File: src/skvt_pkg.sv
// Package for the sorted key/value table: request codes, transaction
// payload structs and the per-cell control struct. No dependencies.
package skvt_pkg;

  localparam int unsigned KeyFieldBits   = 32;
  localparam int unsigned ValueFieldBits = 32;
  localparam int unsigned CountFieldBits = 5;

  typedef enum logic [1:0] {
    REQ_FIND    = 2'd0,
    REQ_SET     = 2'd1,
    REQ_REPLACE = 2'd2,
    REQ_REMOVE  = 2'd3
  } req_type_e;

  typedef enum logic {
    ST_IDLE,
    ST_APPLY
  } state_e;

  typedef struct packed {
    req_type_e                 req_type;
    logic [KeyFieldBits-1:0]   key;
    logic [ValueFieldBits-1:0] new_value;
  } req_t;

  typedef struct packed {
    logic                      success;
    logic [ValueFieldBits-1:0] read_value;
    logic [CountFieldBits-1:0] entry_count;
  } rsp_t;

  typedef struct packed {
    logic cmp;
    logic ins;
    logic rem;
    logic wr;
  } cell_ctl_t;

endpackage

File: src/skvt_cell.sv
// One slot of the sorted table: key, value and the compare flags of the
// current request. Depends on skvt_pkg; chained to its neighbors by the top.
module skvt_cell import skvt_pkg::*; #(
  parameter int unsigned KEY_BITS   = 32,
  parameter int unsigned VALUE_BITS = 32
) (
  input  logic                  clk_i,
  input  logic                  occ_i,
  input  cell_ctl_t             ctl_i,
  input  logic [KEY_BITS-1:0]   cmp_key_i,
  input  logic [KEY_BITS-1:0]   new_key_i,
  input  logic [VALUE_BITS-1:0] new_val_i,
  input  logic                  prev_lb_i,
  input  logic [KEY_BITS-1:0]   prev_key_i,
  input  logic [VALUE_BITS-1:0] prev_val_i,
  input  logic [KEY_BITS-1:0]   next_key_i,
  input  logic [VALUE_BITS-1:0] next_val_i,
  output logic                  lb_o,
  output logic                  eq_o,
  output logic [KEY_BITS-1:0]   key_o,
  output logic [VALUE_BITS-1:0] val_o
);

  logic [KEY_BITS-1:0]   key_q, key_d;
  logic [VALUE_BITS-1:0] val_q, val_d;
  logic                  lb_q, lb_d;
  logic                  eq_q, eq_d;

  always_comb begin
    lb_d  = lb_q;
    eq_d  = eq_q;
    key_d = key_q;
    val_d = val_q;
    if (ctl_i.cmp) begin
      lb_d = !occ_i || (key_q >= cmp_key_i);
      eq_d = occ_i && (key_q == cmp_key_i);
    end
    if (ctl_i.ins) begin
      if (prev_lb_i) begin
        key_d = prev_key_i;
        val_d = prev_val_i;
      end else if (lb_q) begin
        key_d = new_key_i;
        val_d = new_val_i;
      end
    end else if (ctl_i.rem) begin
      if (lb_q) begin
        key_d = next_key_i;
        val_d = next_val_i;
      end
    end else if (ctl_i.wr) begin
      if (eq_q) begin
        val_d = new_val_i;
      end
    end
  end

  always_ff @(posedge clk_i) begin
    lb_q  <= lb_d;
    eq_q  <= eq_d;
    key_q <= key_d;
    val_q <= val_d;
  end

  assign lb_o  = lb_q;
  assign eq_o  = eq_q;
  assign key_o = key_q;
  assign val_o = val_q;

endmodule

File: src/sorted_key_value_table_unit.sv
// Top level of the sorted key/value table: request FSM, entry count, the
// row of skvt_cell slots and the result register. Depends on skvt_pkg, skvt_cell.
//
// The edge that accepts the input transaction latches a compare flag pair
// in every cell (key not below the request key or slot empty, key equal);
// when the apply step fires, all cells shift, write or hold together from
// those flags and the result register loads. That apply step waits while the
// result register still holds a result that has not been taken, and a new
// request is accepted once the apply step is done. Entries are kept in slots
// 0 to count-1 in ascending unsigned key order; no clearing pass is needed
// after reset, the table starts empty.
module sorted_key_value_table_unit import skvt_pkg::*; #(
  parameter int unsigned CAPACITY   = 16,
  parameter int unsigned KEY_BITS   = 32,
  parameter int unsigned VALUE_BITS = 32
) (
  input  logic clk_i,
  input  logic rst_ni,
  input  logic in_valid_i,
  output logic in_ready_o,
  input  req_t in_data_i,
  output logic out_valid_o,
  input  logic out_ready_i,
  output rsp_t out_data_o
);

  localparam int unsigned CntBits = $clog2(CAPACITY + 1);

  state_e               state_q, state_d;
  req_t                 req_q;
  logic [CntBits-1:0]   cnt_q, cnt_d;
  logic                 out_valid_q, out_valid_d;
  rsp_t                 out_q, out_d;

  logic                 in_fire, apply_fire, hit, full;
  cell_ctl_t            ctl;
  logic [KEY_BITS-1:0]  cmp_key, new_key;
  logic [VALUE_BITS-1:0] new_val;
  logic [ValueFieldBits-1:0] rd_value;

  logic [CAPACITY-1:0]   lb, eq, occ;
  logic [KEY_BITS-1:0]   cell_key [CAPACITY];
  logic [VALUE_BITS-1:0] cell_val [CAPACITY];

  assign in_ready_o = (state_q == ST_IDLE);
  assign in_fire    = in_valid_i && in_ready_o;
  assign apply_fire = (state_q == ST_APPLY) && (!out_valid_q || out_ready_i);

  assign cmp_key = KEY_BITS'(in_data_i.key);
  assign new_key = KEY_BITS'(req_q.key);
  assign new_val = VALUE_BITS'(req_q.new_value);
  assign hit     = |eq;
  assign full    = (cnt_q == CntBits'(CAPACITY));

  for (genvar i = 0; i < CAPACITY; i++) begin : g_cell
    logic                  prev_lb;
    logic [KEY_BITS-1:0]   prev_key, next_key;
    logic [VALUE_BITS-1:0] prev_val, next_val;

    assign occ[i] = (CntBits'(i) < cnt_q);

    if (i == 0) begin : g_first
      assign prev_lb  = 1'b0;
      assign prev_key = cell_key[i];
      assign prev_val = cell_val[i];
    end else begin : g_prev
      assign prev_lb  = lb[i-1];
      assign prev_key = cell_key[i-1];
      assign prev_val = cell_val[i-1];
    end

    if (i == CAPACITY - 1) begin : g_last
      assign next_key = cell_key[i];
      assign next_val = cell_val[i];
    end else begin : g_next
      assign next_key = cell_key[i+1];
      assign next_val = cell_val[i+1];
    end

    skvt_cell #(
      .KEY_BITS  (KEY_BITS),
      .VALUE_BITS(VALUE_BITS)
    ) u_cell (
      .clk_i     (clk_i),
      .occ_i     (occ[i]),
      .ctl_i     (ctl),
      .cmp_key_i (cmp_key),
      .new_key_i (new_key),
      .new_val_i (new_val),
      .prev_lb_i (prev_lb),
      .prev_key_i(prev_key),
      .prev_val_i(prev_val),
      .next_key_i(next_key),
      .next_val_i(next_val),
      .lb_o      (lb[i]),
      .eq_o      (eq[i]),
      .key_o     (cell_key[i]),
      .val_o     (cell_val[i])
    );
  end

  always_comb begin
    rd_value = '0;
    for (int unsigned i = 0; i < CAPACITY; i++) begin
      if (eq[i]) begin
        rd_value = rd_value | ValueFieldBits'(cell_val[i]);
      end
    end
  end

  always_comb begin
    state_d     = state_q;
    cnt_d       = cnt_q;
    out_valid_d = out_valid_q;
    out_d       = out_q;
    ctl         = '0;
    ctl.cmp     = in_fire;
    if (out_valid_q && out_ready_i) begin
      out_valid_d = 1'b0;
    end
    case (state_q)
      ST_IDLE: begin
        if (in_fire) begin
          state_d = ST_APPLY;
        end
      end
      ST_APPLY: begin
        if (apply_fire) begin
          out_d.success    = 1'b0;
          out_d.read_value = '0;
          case (req_q.req_type)
            REQ_FIND: begin
              out_d.success = hit;
              if (hit) begin
                out_d.read_value = rd_value;
              end
            end
            REQ_SET: begin
              if (hit) begin
                ctl.wr        = 1'b1;
                out_d.success = 1'b1;
              end else if (!full) begin
                ctl.ins       = 1'b1;
                cnt_d         = cnt_q + CntBits'(1);
                out_d.success = 1'b1;
              end
            end
            REQ_REPLACE: begin
              if (hit) begin
                ctl.wr        = 1'b1;
                out_d.success = 1'b1;
              end
            end
            REQ_REMOVE: begin
              if (hit) begin
                ctl.rem       = 1'b1;
                cnt_d         = cnt_q - CntBits'(1);
                out_d.success = 1'b1;
              end
            end
            default: begin
              out_d.success = 1'b0;
            end
          endcase
          out_d.entry_count = CountFieldBits'(cnt_d);
          out_valid_d       = 1'b1;
          state_d           = ST_IDLE;
        end
      end
      default: begin
        state_d = ST_IDLE;
      end
    endcase
  end

  always_ff @(posedge clk_i or negedge rst_ni) begin
    if (!rst_ni) begin
      state_q     <= ST_IDLE;
      cnt_q       <= '0;
      out_valid_q <= 1'b0;
    end else begin
      state_q     <= state_d;
      cnt_q       <= cnt_d;
      out_valid_q <= out_valid_d;
    end
  end

  always_ff @(posedge clk_i) begin
    if (in_fire) begin
      req_q <= in_data_i;
    end
    out_q <= out_d;
  end

  assign out_valid_o = out_valid_q;
  assign out_data_o  = out_q;

endmodule

File: config.mk
export PLATFORM = sky130hd
export DESIGN_NAME = sorted_key_value_table_unit
export DESIGN_NICKNAME = d
export VERILOG_FILES = /design/src/skvt_pkg.sv /design/src/skvt_cell.sv /design/src/sorted_key_value_table_unit.sv
export SDC_FILE = /design/constraint.sdc
export NUM_CORES = 2
export LEC_CHECK = 0
export BUFFER_PORTS_ARGS = -buffer_cell sky130_fd_sc_hd__buf_2
export CORE_ASPECT_RATIO = 1.4
export CORE_MARGIN = 4
export CORE_UTILIZATION = 50
export DETAILED_ROUTE_END_ITERATION = 10
export GPL_TIMING_DRIVEN = 0
export HOLD_SLACK_MARGIN = 0.02
export PLACE_DENSITY_LB_ADDON = 0.05
export RECOVER_POWER = 50
export SETUP_SLACK_MARGIN = 0.1
export SLEW_MARGIN = 25
export SYNTH_ARGS = -nofsm -noshare
export SYNTH_HDL_FRONTEND = slang
export SYNTH_SLANG_ARGS = --single-unit
File: constraint.sdc
create_clock -name clk_i -period 7.5 [get_ports clk_i]
set_input_delay 1.125 -clock clk_i [delete_from_list [all_inputs] [get_ports clk_i]]
set_output_delay 1.125 -clock clk_i [all_outputs]
set_load 0.1 [all_outputs]
==> impl_metrics.toml <==
[yosys]
syn_nets = 6650
ys.flop_type = "edfxtp_1"
ys_seq_area_frac = 0.503
syn_inst = 6062
netlist_area_um2 = 69600
ys_seq_elements = 1167
yosys.area.top_type_share = 0.501
yosysTopAreaCell = "edfxtp_1"
async_flop_share = 0.00600
yosysWarnings = 0
synth_edf_count = 1160
post_synth_num_cell_types = 70
yosys-top-cells-area = "edfxtp_1 (50%), ha_1 (9.3%), a22o_1 (6.7%)"
postSynthAreaPerCell_um2 = 11.5

[global_routing]
overflow = 0
grt_pass1_vias = 58200
antenna_found_initial = 14
grt_pass1_wl_mm = 427
grt_max_degree = 32
track_usage = 0.417

[floorplanning]
core-area_um2 = 138000
die-width_um = 323
die_area_um2 = 145000
die_h_um = 449
placementRows = 161
initial_core_util = 0.504
io_pins = 110

[finish]
syn_to_final_growth_pct = 12.3
multi_input_comb_area_um2 = 32400
final_cell_mix = "edfxtp_1 (1160), nand2_1 (731), o21ai_0 (564), a22o_1 (530), ha_1 (518)"
nNetsFinal = 6969
utilization = 0.566
mostFrequentLayoutCell = "edfxtp_1"
nFillCells = 12000
layout-drive-gt1-share = 0.0818
regArea_um2 = 35000
finalInstanceArea_um2 = 78100
final_cells = 8287

[power_and_ir_drop]
leakage_nw = 32.6
p_clk_frac = 0.362
switchingPower_mw = 5.50
max-vdd-ir-drop_v = 0.000190
p_per_area_nw_per_um2 = 228
finalPower_mw = 17.8
swShare = 0.309
pwr-share-seq = 0.448
p_comb_frac = 0.190
intPower_mw = 12.3

[clock_network]
cts_tree = "done"
path_clk_slew_ps = 60
clock_latency_ps = 820
cts_num_sinks = 1167
postCtsHoldBufs = 0
cts.htree.levels = 4
root_buffer = "clkbuf_16"
cts_made_buffers = 131
post_cts.repair.setup_buffers = 0
cts_resized = 0
cts_max_path_buffers = 3

[route]
ant_nets = 0
totalWireLength_mm = 310
first_pass_iters = 8
detail_route.vias_per_cell = 7.05
routedWlPerCell_um = 37.4
vias = 58500
first_iter_violations = 6957
drcViolationCount = 0

[placed_design]
dpl.hpwl_mm = 232
io_buffers = 109
place_congestion = 1.01
dp_cells = 8041
dpl_cell_area_um2 = 74700

[sta]
period_share = 0.815
fin_skew_ps = 24.5
period_minus_slack_ps = 6110
fmaxAchievable_mhz = 164
hold_violations = 0
tightest_slew_ps = 2730
setup_viol = 0
rsz0062_at_grt = "no"
final_max_slew_viol_count = 107
relSlewSlack = -0.821

[setup_path]
cp-end-kind = "register"
required_ps = 8060
reg2reg_to = "g_cell[13].u_cell.val_o[18]"
worstRegToRegCells = 8
worstPathArrival_ps = 6670
critPathKind = "register to register"
startpoint_type = "register"
crit_fanout = 10
r2r_start = "g_cell[0].u_cell.eq_o"
reg2reg_slack_ps = 1390

[status]
status = "complete, but fails checks"
violations = "capacitance limit, slew limit"

[run]
drv_cap = 10

[min_path]
min_path_type = "input port to async pin"
-- worst max-delay path by stage --
stage                                from                           to  slack [ps]
CTS                              cnt_q[0]   g_cell[15].u_cell.key_o[4]        2940
detailed placement          in_data_i[46]        g_cell[2].u_cell.eq_o        2560
global route        g_cell[0].u_cell.eq_o  g_cell[13].u_cell.val_o[13]        1510
global placement               in_valid_i                      state_q       -3720
floorplan                      in_valid_i        g_cell[0].u_cell.eq_o        1520
finish              g_cell[0].u_cell.eq_o  g_cell[13].u_cell.val_o[18]        1390
-- synth_stat cells, types with 8 or more instances --
library cell and number:
a211oi_1 27, a31oi_1 44, a21o_1 485, nand2_1 730, nand3_1 50, o31ai_1 11
a211o_1 13, buf_2 161, and3_1 59, nand4_1 78, or2_2 8, mux2_2 35
a22oi_1 64, mux2i_1 451, clkbuf_1 290, nor2_1 123, nor4_1 14, nor4_4 12
nand2b_1 11, o21a_1 36, a21oi_1 169, mux2_4 30, buf_1 15, inv_1 85
ha_1 518, a22o_1 530, o211ai_1 19, nor3_1 23, o21ai_0 564, a221oi_1 114
nor2b_1 15, and4_1 24, edfxtp_1 1160
-- flip-flops by register name, summed over array words and instances, names as in the netlist, 5 cells and up --
signal and count:
g_cell.u_cell.val_o 512, g_cell.u_cell.eq_o 16, g_cell.u_cell.key_o 512, g_cell.u_cell.lb_o 16
new_val 32, out_data_o 38, new_key 32, cnt_q 5
-- logic make-up (layout without fill, tap and decap cells) --
| logic type | Yosys count | after routing | synth area share |
|---|---|---|---|
| AO/OA/AOI/OAI | 2132 | 2132 | 0.216 |
| adder cells (fa/ha/maj) | 518 | 518 | 0.0931 |
| buffers and inverters | 556 | 972 | 0.0333 |
| flip-flops | 1167 | 1167 | 0.503 |
| multiplexers | 516 | 516 | 0.0770 |
| other | 0 | 16 | 0 |
| AND/OR/NAND/NOR | 1173 | 1173 | 0.0778 |
-- worst max-delay path, stage by stage, from the launching register on --
cell      delay, ps
edfxtp_1        350
clkbuf_1        520
nor4_1          650
nand4_1         200
clkbuf_1        310
nor4_1         2130
nor2_1          890
buf_2           530
a21o_1          250
-- per-layer routing --
metal,part of all wire,wire (um),up-vias,global-route usage
met5,0.00022,69,-,0
met4,0.12,37800,10,0.398
met3,0.093,29000,1488,0.115
met2,0.46,144000,3957,0.675
met1,0.32,99400,28700,0.432
li1,-,-,24300,-
-- area by class of cell --
type / instances / share of cell area
repair buffers: 186 / 0.0276
clock buffers: 163 / 0.0450
inverters: 86 / 0.00413
flip-flops and latches: 1167 / 0.448
plain buffers: 470 / 0.0248
diodes: 16 / 0.000512
multi-input cells: 4339 / 0.414
clock inverters: 67 / 0.00717
well taps: 1793 / 0.0287
-- per-stage QoR --
step / worst slack [ps] / setup TNS, ps / hold slack [ps]
6_report: 1390 / 0 / 359
5_1_grt: 1510 / 0 / 343
4_1_cts: 2940 / 0 / 169
3_5_place_dp: 2560 / 0 / 527
3_3_place_gp: -3720 / -828740 / 487
2_1_floorplan: 1520 / 0 / 522
-- power groups by stage --
stage / combinational (mW) / clock, mW / sequential [mW]
detailed placement: 3.30 / 0 / 8.10
global route: 3.48 / 6.71 / 8.01
finish: 3.38 / 6.45 / 7.99
floorplan: 1.76 / 0 / 8.18
global placement: 3.02 / 0 / 8.16
CTS: 3.31 / 6.47 / 7.96
(Power assumes the default switching activity.)
